===== src/design/kfq_pkg.sv =====
`timescale 1ns / 1ps
// ----------------------------------------------------------------------------
// kfq_pkg
// Shared codes, field widths, defaults and controller/datapath interface types
// for the keyframe resync frame queues.
// ----------------------------------------------------------------------------
package kfq_pkg;

	localparam int OP_W           = 2;
	localparam int SLOT_FIELD_W   = 3;
	localparam int HANDLE_FIELD_W = 16;
	localparam int MASK_W         = 8;
	localparam int COUNT_FIELD_W  = 4;

	localparam int DEF_MAX_CLIENTS  = 8;
	localparam int DEF_QUEUE_DEPTH  = 8;
	localparam int DEF_HANDLE_WIDTH = 16;

	localparam logic [OP_W-1:0] OP_CONNECT    = 2'd0;
	localparam logic [OP_W-1:0] OP_BROADCAST  = 2'd1;
	localparam logic [OP_W-1:0] OP_DEQUEUE    = 2'd2;
	localparam logic [OP_W-1:0] OP_DISCONNECT = 2'd3;

	// Commands from the controller to the datapath.
	typedef struct packed {
		logic accept;       // capture the incoming request
		logic exec;         // apply connect or disconnect
		logic meta_rd_slot; // read the addressed slot's queue pointers
		logic bc_first_rd;  // start the broadcast sweep at slot zero
		logic bc_upd;       // update one slot of the broadcast sweep
		logic dq_dat;       // dequeue decision on the pointers just read
		logic dq_st;        // capture the popped handle
		logic lvl_dat;      // capture the addressed slot's level
		logic load_out;     // move the finished result to the output register
	} kfq_cmd_t;

	// Status from the datapath to the controller.
	typedef struct packed {
		logic dq_hit;
		logic iter_last;
		logic out_free;
	} kfq_sts_t;

endpackage


===== src/design/kfq_ram.sv =====
`timescale 1ns / 1ps
// ----------------------------------------------------------------------------
// kfq_ram
// Generic simple dual-port RAM: one write port, one read port, registered read.
// ----------------------------------------------------------------------------
module kfq_ram #(
	parameter int WIDTH = 16,
	parameter int DEPTH = 64,
	localparam int AW = (DEPTH > 1) ? $clog2(DEPTH) : 1
) (
	input  logic             clk,
	input  logic             we,
	input  logic [AW-1:0]    waddr,
	input  logic [WIDTH-1:0] wdata,
	input  logic             re,
	input  logic [AW-1:0]    raddr,
	output logic [WIDTH-1:0] rdata
);

	logic [WIDTH-1:0] mem [DEPTH];
	logic [WIDTH-1:0] rdata_q;

	always_ff @(posedge clk) begin
		if (we) begin
			mem[waddr] <= wdata;
		end
		if (re) begin
			rdata_q <= mem[raddr];
		end
	end

	assign rdata = rdata_q;

endmodule


===== src/design/kfq_ctrl.sv =====
`timescale 1ns / 1ps
// ----------------------------------------------------------------------------
// kfq_ctrl
// Sequencer for the frame queues: steps each request through its memory
// accesses and hands the result to the output register.
// ----------------------------------------------------------------------------
module kfq_ctrl (
	input  logic                          clk,
	input  logic                          arst_n,
	input  logic                          in_valid,
	output logic                          in_ready,
	input  logic [kfq_pkg::OP_W-1:0]      operation,
	input  kfq_pkg::kfq_sts_t             sts,
	output kfq_pkg::kfq_cmd_t             cmd
);
	import kfq_pkg::*;

	localparam logic [3:0] S_IDLE   = 4'd0;
	localparam logic [3:0] S_EXEC   = 4'd1;
	localparam logic [3:0] S_DQ_RD  = 4'd2;
	localparam logic [3:0] S_DQ_DAT = 4'd3;
	localparam logic [3:0] S_DQ_ST  = 4'd4;
	localparam logic [3:0] S_BC_RD  = 4'd5;
	localparam logic [3:0] S_BC_UPD = 4'd6;
	localparam logic [3:0] S_LV_RD  = 4'd7;
	localparam logic [3:0] S_LV_DAT = 4'd8;
	localparam logic [3:0] S_FIN    = 4'd9;

	logic [3:0] state_q;
	logic [3:0] state_d;

	assign in_ready = (state_q == S_IDLE);

	always_comb begin
		cmd     = '0;
		state_d = state_q;
		case (state_q)
			S_IDLE: begin
				if (in_valid) begin
					cmd.accept = 1'b1;
					if (operation inside {OP_CONNECT, OP_DISCONNECT}) begin
						state_d = S_EXEC;
					end else if (operation == OP_DEQUEUE) begin
						state_d = S_DQ_RD;
					end else begin
						state_d = S_BC_RD;
					end
				end
			end
			S_EXEC: begin
				cmd.exec = 1'b1;
				state_d  = S_FIN;
			end
			S_DQ_RD: begin
				cmd.meta_rd_slot = 1'b1;
				state_d          = S_DQ_DAT;
			end
			S_DQ_DAT: begin
				cmd.dq_dat = 1'b1;
				state_d    = sts.dq_hit ? S_DQ_ST : S_FIN;
			end
			S_DQ_ST: begin
				cmd.dq_st = 1'b1;
				state_d   = S_FIN;
			end
			S_BC_RD: begin
				cmd.bc_first_rd = 1'b1;
				state_d         = S_BC_UPD;
			end
			S_BC_UPD: begin
				cmd.bc_upd = 1'b1;
				if (sts.iter_last) begin
					state_d = S_LV_RD;
				end
			end
			S_LV_RD: begin
				cmd.meta_rd_slot = 1'b1;
				state_d          = S_LV_DAT;
			end
			S_LV_DAT: begin
				cmd.lvl_dat = 1'b1;
				state_d     = S_FIN;
			end
			S_FIN: begin
				if (sts.out_free) begin
					cmd.load_out = 1'b1;
					state_d      = S_IDLE;
				end
			end
			default: begin
				state_d = S_IDLE;
			end
		endcase
	end

	always_ff @(posedge clk or negedge arst_n) begin
		if (!arst_n) begin
			state_q <= S_IDLE;
		end else begin
			state_q <= state_d;
		end
	end

endmodule


===== src/design/kfq_datapath.sv =====
`timescale 1ns / 1ps
// ----------------------------------------------------------------------------
// kfq_datapath
// Slot flags, queue pointer memory, handle memory, working result and the
// output register of the frame queues.
// ----------------------------------------------------------------------------
module kfq_datapath #(
	parameter int MAX_CLIENTS  = kfq_pkg::DEF_MAX_CLIENTS,
	parameter int QUEUE_DEPTH  = kfq_pkg::DEF_QUEUE_DEPTH,
	parameter int HANDLE_WIDTH = kfq_pkg::DEF_HANDLE_WIDTH
) (
	input  logic                                clk,
	input  logic                                arst_n,
	input  kfq_pkg::kfq_cmd_t                   cmd,
	output kfq_pkg::kfq_sts_t                   sts,
	input  logic [kfq_pkg::OP_W-1:0]            operation,
	input  logic [kfq_pkg::SLOT_FIELD_W-1:0]    client_slot,
	input  logic [kfq_pkg::HANDLE_FIELD_W-1:0]  frame_handle,
	input  logic                                is_keyframe,
	input  logic                                out_ready,
	output logic                                out_valid,
	output logic                                handle_valid,
	output logic [kfq_pkg::HANDLE_FIELD_W-1:0]  handle_out,
	output logic                                request_keyframe,
	output logic [kfq_pkg::MASK_W-1:0]          delivered_mask,
	output logic [kfq_pkg::MASK_W-1:0]          overflow_mask,
	output logic [kfq_pkg::COUNT_FIELD_W-1:0]   active_count,
	output logic [kfq_pkg::COUNT_FIELD_W-1:0]   queue_level
);
	import kfq_pkg::*;

	localparam int SW     = (MAX_CLIENTS > 1) ? $clog2(MAX_CLIENTS) : 1;
	localparam int HDW    = (QUEUE_DEPTH > 1) ? $clog2(QUEUE_DEPTH) : 1;
	localparam int CW     = $clog2(QUEUE_DEPTH + 1);
	localparam int MW     = HDW + CW;
	localparam int SDEPTH = MAX_CLIENTS * QUEUE_DEPTH;
	localparam int SAW    = (SDEPTH > 1) ? $clog2(SDEPTH) : 1;
	localparam int HW     = (HANDLE_WIDTH < HANDLE_FIELD_W) ? HANDLE_WIDTH : HANDLE_FIELD_W;
	localparam int ACW    = $clog2(MAX_CLIENTS + 1);

	// Captured request.
	logic [OP_W-1:0] op_q;
	logic [SW-1:0]   slot_q;
	logic            slot_ok_q;
	logic [HW-1:0]   handle_q;
	logic            key_q;

	// Slot state.
	logic [MAX_CLIENTS-1:0] active_q;
	logic [MAX_CLIENTS-1:0] await_q;
	logic [ACW-1:0]         active_cnt_q;
	logic [SW-1:0]          iter_q;

	// Working result.
	logic                      res_valid_q;
	logic [HANDLE_FIELD_W-1:0] res_handle_q;
	logic                      res_req_q;
	logic [MASK_W-1:0]         res_dlv_q;
	logic [MASK_W-1:0]         res_ovf_q;
	logic [CW-1:0]             res_level_q;
	logic                      out_valid_q;

	// Queue pointer memory: {head, count} per slot.
	logic          m_we;
	logic [SW-1:0] m_waddr;
	logic [MW-1:0] m_wdata;
	logic          m_re;
	logic [SW-1:0] m_raddr;
	logic [MW-1:0] m_rdata;

	// Handle memory: QUEUE_DEPTH entries per slot.
	logic           s_we;
	logic [SAW-1:0] s_waddr;
	logic           s_re;
	logic [SAW-1:0] s_raddr;
	logic [HW-1:0]  s_rdata;

	logic [HDW-1:0] m_head;
	logic [CW-1:0]  m_cnt;
	logic [CW-1:0]  cnt_slot;
	logic           dq_hit;
	logic           b_act;
	logic           b_take;
	logic           b_full;
	logic [CW:0]    tail_sum;
	logic [HDW-1:0] tail_off;
	logic [HDW-1:0] next_head;

	assign m_head = m_rdata[MW-1:CW];
	assign m_cnt  = m_rdata[CW-1:0];

	// Pointers of a slot that is not active read as an empty queue.
	assign cnt_slot = (slot_ok_q && active_q[slot_q]) ? m_cnt : '0;
	assign dq_hit   = (cnt_slot != '0);

	assign b_act  = active_q[iter_q];
	assign b_take = b_act && (!await_q[iter_q] || key_q);
	assign b_full = (m_cnt >= CW'(QUEUE_DEPTH));

	assign tail_sum  = (CW+1)'(m_head) + (CW+1)'(m_cnt);
	assign tail_off  = (tail_sum >= (CW+1)'(QUEUE_DEPTH)) ?
		HDW'(tail_sum - (CW+1)'(QUEUE_DEPTH)) : HDW'(tail_sum);
	assign next_head = (m_head == HDW'(QUEUE_DEPTH - 1)) ? '0 : m_head + 1'b1;

	assign sts.dq_hit    = dq_hit;
	assign sts.iter_last = (iter_q == SW'(MAX_CLIENTS - 1));
	assign sts.out_free  = !out_valid_q || out_ready;

	always_comb begin
		m_we    = 1'b0;
		m_waddr = slot_q;
		m_wdata = '0;
		m_re    = 1'b0;
		m_raddr = slot_q;
		if (cmd.exec && slot_ok_q) begin
			m_we = 1'b1;
		end
		if (cmd.meta_rd_slot) begin
			m_re = 1'b1;
		end
		if (cmd.bc_first_rd) begin
			m_re    = 1'b1;
			m_raddr = '0;
		end
		if (cmd.dq_dat && dq_hit) begin
			m_we    = 1'b1;
			m_wdata = {next_head, m_cnt - 1'b1};
		end
		if (cmd.bc_upd) begin
			m_waddr = iter_q;
			if (b_take) begin
				m_we    = 1'b1;
				m_wdata = b_full ? '0 : {m_head, m_cnt + 1'b1};
			end
			if (!sts.iter_last) begin
				m_re    = 1'b1;
				m_raddr = iter_q + 1'b1;
			end
		end
	end

	assign s_we    = cmd.bc_upd && b_take && !b_full;
	assign s_waddr = SAW'(iter_q) * SAW'(QUEUE_DEPTH) + SAW'(tail_off);
	assign s_re    = cmd.dq_dat && dq_hit;
	assign s_raddr = SAW'(slot_q) * SAW'(QUEUE_DEPTH) + SAW'(m_head);

	kfq_ram #(
		.WIDTH(MW),
		.DEPTH(MAX_CLIENTS)
	) u_meta_ram (
		.clk  (clk),
		.we   (m_we),
		.waddr(m_waddr),
		.wdata(m_wdata),
		.re   (m_re),
		.raddr(m_raddr),
		.rdata(m_rdata)
	);

	kfq_ram #(
		.WIDTH(HW),
		.DEPTH(SDEPTH)
	) u_store_ram (
		.clk  (clk),
		.we   (s_we),
		.waddr(s_waddr),
		.wdata(handle_q),
		.re   (s_re),
		.raddr(s_raddr),
		.rdata(s_rdata)
	);

	always_ff @(posedge clk) begin
		if (cmd.accept) begin
			op_q      <= operation;
			slot_q    <= SW'(client_slot);
			slot_ok_q <= (int'(client_slot) < MAX_CLIENTS);
			handle_q  <= HW'(frame_handle);
			key_q     <= is_keyframe;
		end
	end

	always_ff @(posedge clk or negedge arst_n) begin
		if (!arst_n) begin
			active_q     <= '0;
			await_q      <= '0;
			active_cnt_q <= '0;
			iter_q       <= '0;
			out_valid_q  <= 1'b0;
		end else begin
			if (cmd.accept) begin
				iter_q <= '0;
			end
			if (cmd.exec && slot_ok_q) begin
				if (op_q == OP_CONNECT) begin
					if (!active_q[slot_q]) begin
						active_cnt_q <= active_cnt_q + 1'b1;
					end
					active_q[slot_q] <= 1'b1;
					await_q[slot_q]  <= 1'b1;
				end else begin
					if (active_q[slot_q]) begin
						active_cnt_q <= active_cnt_q - 1'b1;
					end
					active_q[slot_q] <= 1'b0;
					await_q[slot_q]  <= 1'b0;
				end
			end
			if (cmd.bc_upd) begin
				if (b_take) begin
					await_q[iter_q] <= b_full;
				end
				if (!sts.iter_last) begin
					iter_q <= iter_q + 1'b1;
				end
			end
			if (out_valid_q && out_ready) begin
				out_valid_q <= 1'b0;
			end
			if (cmd.load_out) begin
				out_valid_q <= 1'b1;
			end
		end
	end

	always_ff @(posedge clk) begin
		if (cmd.accept) begin
			res_valid_q  <= 1'b0;
			res_handle_q <= '0;
			res_req_q    <= 1'b0;
			res_dlv_q    <= '0;
			res_ovf_q    <= '0;
			res_level_q  <= '0;
		end
		if (cmd.exec && slot_ok_q && (op_q == OP_CONNECT)) begin
			res_req_q <= 1'b1;
		end
		if (cmd.dq_dat) begin
			if (dq_hit) begin
				res_valid_q <= 1'b1;
				res_level_q <= m_cnt - 1'b1;
			end else begin
				res_level_q <= cnt_slot;
			end
		end
		if (cmd.dq_st) begin
			res_handle_q <= HANDLE_FIELD_W'(s_rdata);
		end
		if (cmd.bc_upd && b_take) begin
			if (b_full) begin
				res_req_q <= 1'b1;
				if (int'(iter_q) < MASK_W) begin
					res_ovf_q[3'(iter_q)] <= 1'b1;
				end
			end else if (int'(iter_q) < MASK_W) begin
				res_dlv_q[3'(iter_q)] <= 1'b1;
			end
		end
		if (cmd.lvl_dat) begin
			res_level_q <= cnt_slot;
		end
		if (cmd.load_out) begin
			handle_valid     <= res_valid_q;
			handle_out       <= res_handle_q;
			request_keyframe <= res_req_q;
			delivered_mask   <= res_dlv_q;
			overflow_mask    <= res_ovf_q;
			active_count     <= COUNT_FIELD_W'(active_cnt_q);
			queue_level      <= COUNT_FIELD_W'(res_level_q);
		end
	end

	assign out_valid = out_valid_q;

`ifndef SYNTH
	a_no_overwrite: assert property (@(posedge clk) disable iff (!arst_n)
		(out_valid_q && !out_ready) |-> !cmd.load_out)
		else $error("result register loaded while a result is still waiting");

	a_active_count: assert property (@(posedge clk) disable iff (!arst_n)
		$countones(active_q) == int'(active_cnt_q))
		else $error("active slot counter disagrees with the slot flags");

	a_pop_order: assert property (@(posedge clk) disable iff (!arst_n)
		cmd.dq_st |-> $past(cmd.dq_dat && dq_hit))
		else $error("handle captured without a dequeue hit in the cycle before");

	a_count_bound: assert property (@(posedge clk) disable iff (!arst_n)
		(cmd.bc_upd && b_act) |-> (m_cnt <= CW'(QUEUE_DEPTH)))
		else $error("queue count of an active slot exceeds the queue depth");
`endif

endmodule


===== src/design/keyframe_resync_frame_queues.sv =====
`timescale 1ns / 1ps
// ----------------------------------------------------------------------------
// keyframe_resync_frame_queues
// Per-client frame handle queues that drop frames until a keyframe arrives.
// ----------------------------------------------------------------------------
// One request is worked on at a time, and every request gives exactly one
// result. Connect and disconnect pass through the execute state; a dequeue
// reads the slot's queue pointers, decides and pops a handle only when the
// queue is not empty; a broadcast reads slot zero, sweeps every slot and
// then reads the addressed slot's level. Each request ends by loading its
// result into the output register. The sweep through the queue pointer
// memory reads one slot and updates the one before it in each cycle. The
// output register frees the input side: a new request is taken as soon as
// the sequencer is back in idle, even while the previous result still waits
// for out_ready. Both memories need no clearing after reset; a slot's queue
// pointers are rewritten on connect and read as empty while the slot is
// inactive, so the block takes requests as soon as reset is released.
module keyframe_resync_frame_queues #(
	parameter int MAX_CLIENTS  = kfq_pkg::DEF_MAX_CLIENTS,
	parameter int QUEUE_DEPTH  = kfq_pkg::DEF_QUEUE_DEPTH,
	parameter int HANDLE_WIDTH = kfq_pkg::DEF_HANDLE_WIDTH
) (
	input  logic                                clk,
	input  logic                                arst_n,
	input  logic                                in_valid,
	output logic                                in_ready,
	input  logic [kfq_pkg::OP_W-1:0]            operation,
	input  logic [kfq_pkg::SLOT_FIELD_W-1:0]    client_slot,
	input  logic [kfq_pkg::HANDLE_FIELD_W-1:0]  frame_handle,
	input  logic                                is_keyframe,
	output logic                                out_valid,
	input  logic                                out_ready,
	output logic                                handle_valid,
	output logic [kfq_pkg::HANDLE_FIELD_W-1:0]  handle_out,
	output logic                                request_keyframe,
	output logic [kfq_pkg::MASK_W-1:0]          delivered_mask,
	output logic [kfq_pkg::MASK_W-1:0]          overflow_mask,
	output logic [kfq_pkg::COUNT_FIELD_W-1:0]   active_count,
	output logic [kfq_pkg::COUNT_FIELD_W-1:0]   queue_level
);
	import kfq_pkg::*;

	// The sequencer only steers; all slot state and both memories live in
	// the datapath, which reports back the few decisions the sequence needs.
	kfq_cmd_t cmd;
	kfq_sts_t sts;

	kfq_ctrl u_ctrl (
		.clk      (clk),
		.arst_n   (arst_n),
		.in_valid (in_valid),
		.in_ready (in_ready),
		.operation(operation),
		.sts      (sts),
		.cmd      (cmd)
	);

	kfq_datapath #(
		.MAX_CLIENTS (MAX_CLIENTS),
		.QUEUE_DEPTH (QUEUE_DEPTH),
		.HANDLE_WIDTH(HANDLE_WIDTH)
	) u_datapath (
		.clk             (clk),
		.arst_n          (arst_n),
		.cmd             (cmd),
		.sts             (sts),
		.operation       (operation),
		.client_slot     (client_slot),
		.frame_handle    (frame_handle),
		.is_keyframe     (is_keyframe),
		.out_ready       (out_ready),
		.out_valid       (out_valid),
		.handle_valid    (handle_valid),
		.handle_out      (handle_out),
		.request_keyframe(request_keyframe),
		.delivered_mask  (delivered_mask),
		.overflow_mask   (overflow_mask),
		.active_count    (active_count),
		.queue_level     (queue_level)
	);

endmodule


===== config.mk =====
export PLATFORM = sky130hd
export DESIGN_NAME = keyframe_resync_frame_queues
export DESIGN_NICKNAME = d
export VERILOG_FILES = /design/src/design/kfq_pkg.sv /design/src/design/kfq_ram.sv /design/src/design/kfq_ctrl.sv /design/src/design/kfq_datapath.sv /design/src/design/keyframe_resync_frame_queues.sv
export SDC_FILE = /design/constraint.sdc
export NUM_CORES = 1
export LEC_CHECK = 0
export BUFFER_PORTS_ARGS = -buffer_cell sky130_fd_sc_hd__buf_2
export CAP_MARGIN = 15
export CORE_ASPECT_RATIO = 0.9
export CORE_MARGIN = 2
export CORE_UTILIZATION = 52
export DETAILED_ROUTE_END_ITERATION = 16
export PLACE_DENSITY_LB_ADDON = 0.12
export SYNTH_ARGS = -nofsm -noshare
export SYNTH_HDL_FRONTEND = slang
export SYNTH_SLANG_ARGS = --single-unit

===== constraint.sdc =====
create_clock -name clk -period 7.1 [get_ports clk]
set_input_delay 0.355 -clock clk [delete_from_list [all_inputs] [get_ports clk]]
set_output_delay 0.355 -clock clk [all_outputs]
set_load 0.1 [all_outputs]

==> flow_metrics.tcl <==
set metrics [dict create \
    clk_pin_slew_ns 0.06 \
    synthTopCellsByArea "edfxtp_1, mux4_2, mux2i_1, dfrtp_1, nor2_1" \
    nets 2517 \
    hold_violations 0 \
    cts_buffers 119 \
    combPwrFrac_pct 15.4 \
    swShare_pct 27.3 \
    grt_pass1_wl_mm 165 \
    grt_overflow 0 \
    syn_nets 2311 \
    critPathKind "register to register" \
    ys.flop_type "edfxtp_1" \
    pin_count 70 \
    wl_per_cell_um 30.2 \
    synth-edff-count 1187 \
    async_flop_share_pct 2.27 \
    ys_seq_area_share_pct 77.1 \
    start_util_pct 52.3 \
    place_congestion 0.904 \
    drv_slew 0 \
    setup_violations 0 \
    synth_cell_type_count 71 \
    chipWidth_um 323 \
    clkPwrFrac_pct 35.2 \
    period_minus_slack_ns 4.56 \
    clock.fmax_mhz 219 \
    dpl.hpwl_mm 68.6 \
    grt_use_total_pct 24.8 \
    cap_viol_max_count 0 \
    drc 0 \
    core-area_um2 90900 \
    placed_cell_area_um2 49800 \
    synthToLayoutAreaGrowth_pct 13.3 \
    pre_cts_ws_ns 2.44 \
    vias 23600 \
    place.port_buffers 69 \
    final_area_um2 53900 \
    min_period_over_period_pct 64.2 \
    antenna_left 0 \
    met2_length_mm 53.2 \
    crit_required_ns 7.51 \
    antenna_found_initial 8 \
    fin_worst_skew_ns 0.0298 \
    insertion_delay_ns 0.71 \
    tightest_slew_ns 1.21 \
    ir_drop_mv 0.264 \
    wl_mm 115 \
    status "complete, no violations" \
    cts_root_buf "clkbuf_16" \
    cts_setup_buffers 0 \
    ys_ff_latch 1233 \
    hold_buffers 24 \
    grt_max_degree 117 \
    endpoint_kind "register" \
    worst_slack_ns 2.54 \
    wl_met3_mm 11.7 \
    p_sw_mw 4.79 \
    synth_top_area_share_pct 74.9 \
    dieArea_um2 94000 \
    grt_pass1_vias 23200 \
    rows 105 \
    syn_area_um2 47600 \
    ctsResizeCount 0 \
    m1WireLength_mm 47.1 \
    power_frac_seq_pct 49.5 \
    yosys_warnings 0 \
    path_max_fanout 42 \
    tns_ns 0 \
    dr.pass1.iters 6 \
    cts_tree "built" \
    cts.sink_count 1233 \
    intPower_mw 12.7 \
    syn-instance-count 2274 \
    start_kind "register" \
    dr.first_iter.drc_count 2957 \
    h-tree-depth 3 \
    top_layer "met5" \
    fp.dieH_um 291 \
    vias_per_cell 6.18 \
    cts_max_path_buffers 3 \
    p_per_area_nw_per_um2 325 \
    synth_area_per_cell_um2 20.9 \
    grt_setup_unrepaired "false" \
    synth.largest_area_cell "edfxtp_1" \
    drive_above_1_share_pct 24.7 \
    num-fill-cells 6538 \
    power.leakage_nw 17.6 \
    hold_class "input pin to register" \
    total_power_mw 17.5 \
    arrival_ns 4.97 \
    slew_headroom_pct 18.7 \
]
-- registers in the layout, indices dropped and copies added (netlist names), 2 cells and up, named ones only --
register and cells:
u_datapath.res_ovf_q 8, u_datapath.handle_q 16, u_datapath.delivered_mask 8, u_datapath.slot_q 3
u_datapath.u_meta_ram.rdata 7, u_datapath.active_count 4, u_datapath.op_q 2, u_datapath.queue_level 4
u_datapath.u_store_ram.rdata 16, u_datapath.handle_out 16, u_datapath.u_meta_ram.mem 56, u_datapath.active_cnt_q 4
u_datapath.res_dlv_q 8, u_ctrl.state_q 4, u_datapath.iter_q 3, u_datapath.res_level_q 4
u_datapath.await_q 8, u_datapath.u_store_ram.mem 1024, u_datapath.overflow_mask 8, u_datapath.res_handle_q 16
-- per-stage QoR --
step	util (%)	cells	hold WS [ns]
floorplan	-	2274	0.0594
global route	59.3	3813	0.155
detailed placement	54.8	3565	0.405
global placement	54.8	3565	0.407
finish	59.3	3814	0.133
CTS	59.3	3813	0.0955
-- cells in the final DEF (no fill, tap or decap), types with 12 or more instances in the layout --
master,count
dfxtp_1,18
and2_1,17
o22ai_1,51
edfxtp_1,1187
a21oi_1,31
nand2_1,77
clkbuf_16,123
clkbuf_1,24
buf_2,69
clkinv_2,29
dlygate4sd3_1,24
o21ai_0,25
o21ai_1,12
nor3_1,14
nor2_1,101
buf_4,103
clkinv_1,28
dfrtp_1,28
mux4_2,259
nand3_1,18
mux2i_1,148
-- worst max-delay path, cell delays in order (launching register included) --
cell and delay [ns]:
edfxtp_1 0.97, buf_4 0.58, buf_4 0.76, mux4_2 0.63
mux2i_1 0.37, o22ai_1 0.19, or4_1 0.66
-- logic make-up after synthesis --
| logic type | after synthesis | synth area share [%] |
|---|---|---|
| multiplexers | 417 | 15.6 |
| buffers and inverters | 129 | 1.33 |
| adder cells (fa/ha/maj) | 11 | 0.321 |
| AND/OR/NAND/NOR | 294 | 2.97 |
| XOR/XNOR | 7 | 0.129 |
| flip-flops | 1233 | 77.1 |
| AO/OA/AOI/OAI | 183 | 2.52 |
-- cell type report --
cell class | count | area [µm²] | area share (%)
Antenna cell | 1 | 2.50 | 0.00464
Clock buffer | 149 | 3200 | 5.93
Clock inverter | 75 | 653 | 1.21
Inverter | 14 | 52.6 | 0.0975
Multi-Input combinational cell | 912 | 10300 | 19.1
Sequential cell | 1233 | 36700 | 68.1
Tap cell | 1230 | 1540 | 2.85
Timing Repair Buffer | 200 | 1440 | 2.67
-- path summary, 6_finish.rpt --
check	from	to	slack (ns)	cells past startpoint
max	u_datapath.u_meta_ram.rdata[4]	u_datapath.u_store_ram.rdata[10]	2.54	6
min	in_valid	u_datapath.res_level_q[3]	0.13	3
max reg2reg	u_datapath.u_meta_ram.rdata[4]	u_datapath.u_store_ram.rdata[10]	2.54	6
min reg2reg	u_datapath.res_handle_q[6]	u_datapath.handle_out[6]	0.42	0
max in group asynchronous	arst_n	async pin	6.37	2
min in group asynchronous	arst_n	u_datapath.active_cnt_q[1]	0.24	2
-- synthesized netlist by cell type (6+ instances only) --
master,count
ha_1,9
o21ai_1,12
dfxtp_1,18
a31oi_1,7
o21ai_0,25
buf_2,45
or3_1,9
buf_4,18
mux4_2,259
nor2_1,101
dfrtp_1,28
o31ai_1,6
nand3_1,18
inv_1,11
nand2_1,77
a221oi_1,7
and2_1,17
edfxtp_1,1187
nor3_1,22
clkbuf_1,41
nand2b_1,6
buf_1,8
nor2b_1,6
or4_1,11
mux2i_1,148
a22o_1,10
o22ai_1,51
a21oi_1,32
-- routing by layer --
metal  vias to the layer above  track usage [%]
met2                      1085             37.1
met3                       189             7.40
met5                         -                0
met1                     12400             35.8
li1                       9858                -
met4                         4             6.97
-- power by group through the flow --
| stage | logic, mW | registers [mW] | clock network [mW] |
|---|---|---|---|
| floorplan | 1.22 | 9.43 | 0 |
| global placement | 2.65 | 8.82 | 0 |
| detailed placement | 2.69 | 8.82 | 0 |
| CTS | 2.70 | 8.67 | 6.29 |
| global route | 2.85 | 8.70 | 6.57 |
| finish | 2.70 | 8.67 | 6.17 |
No activity file was read; power rests on OpenSTA's default activity.
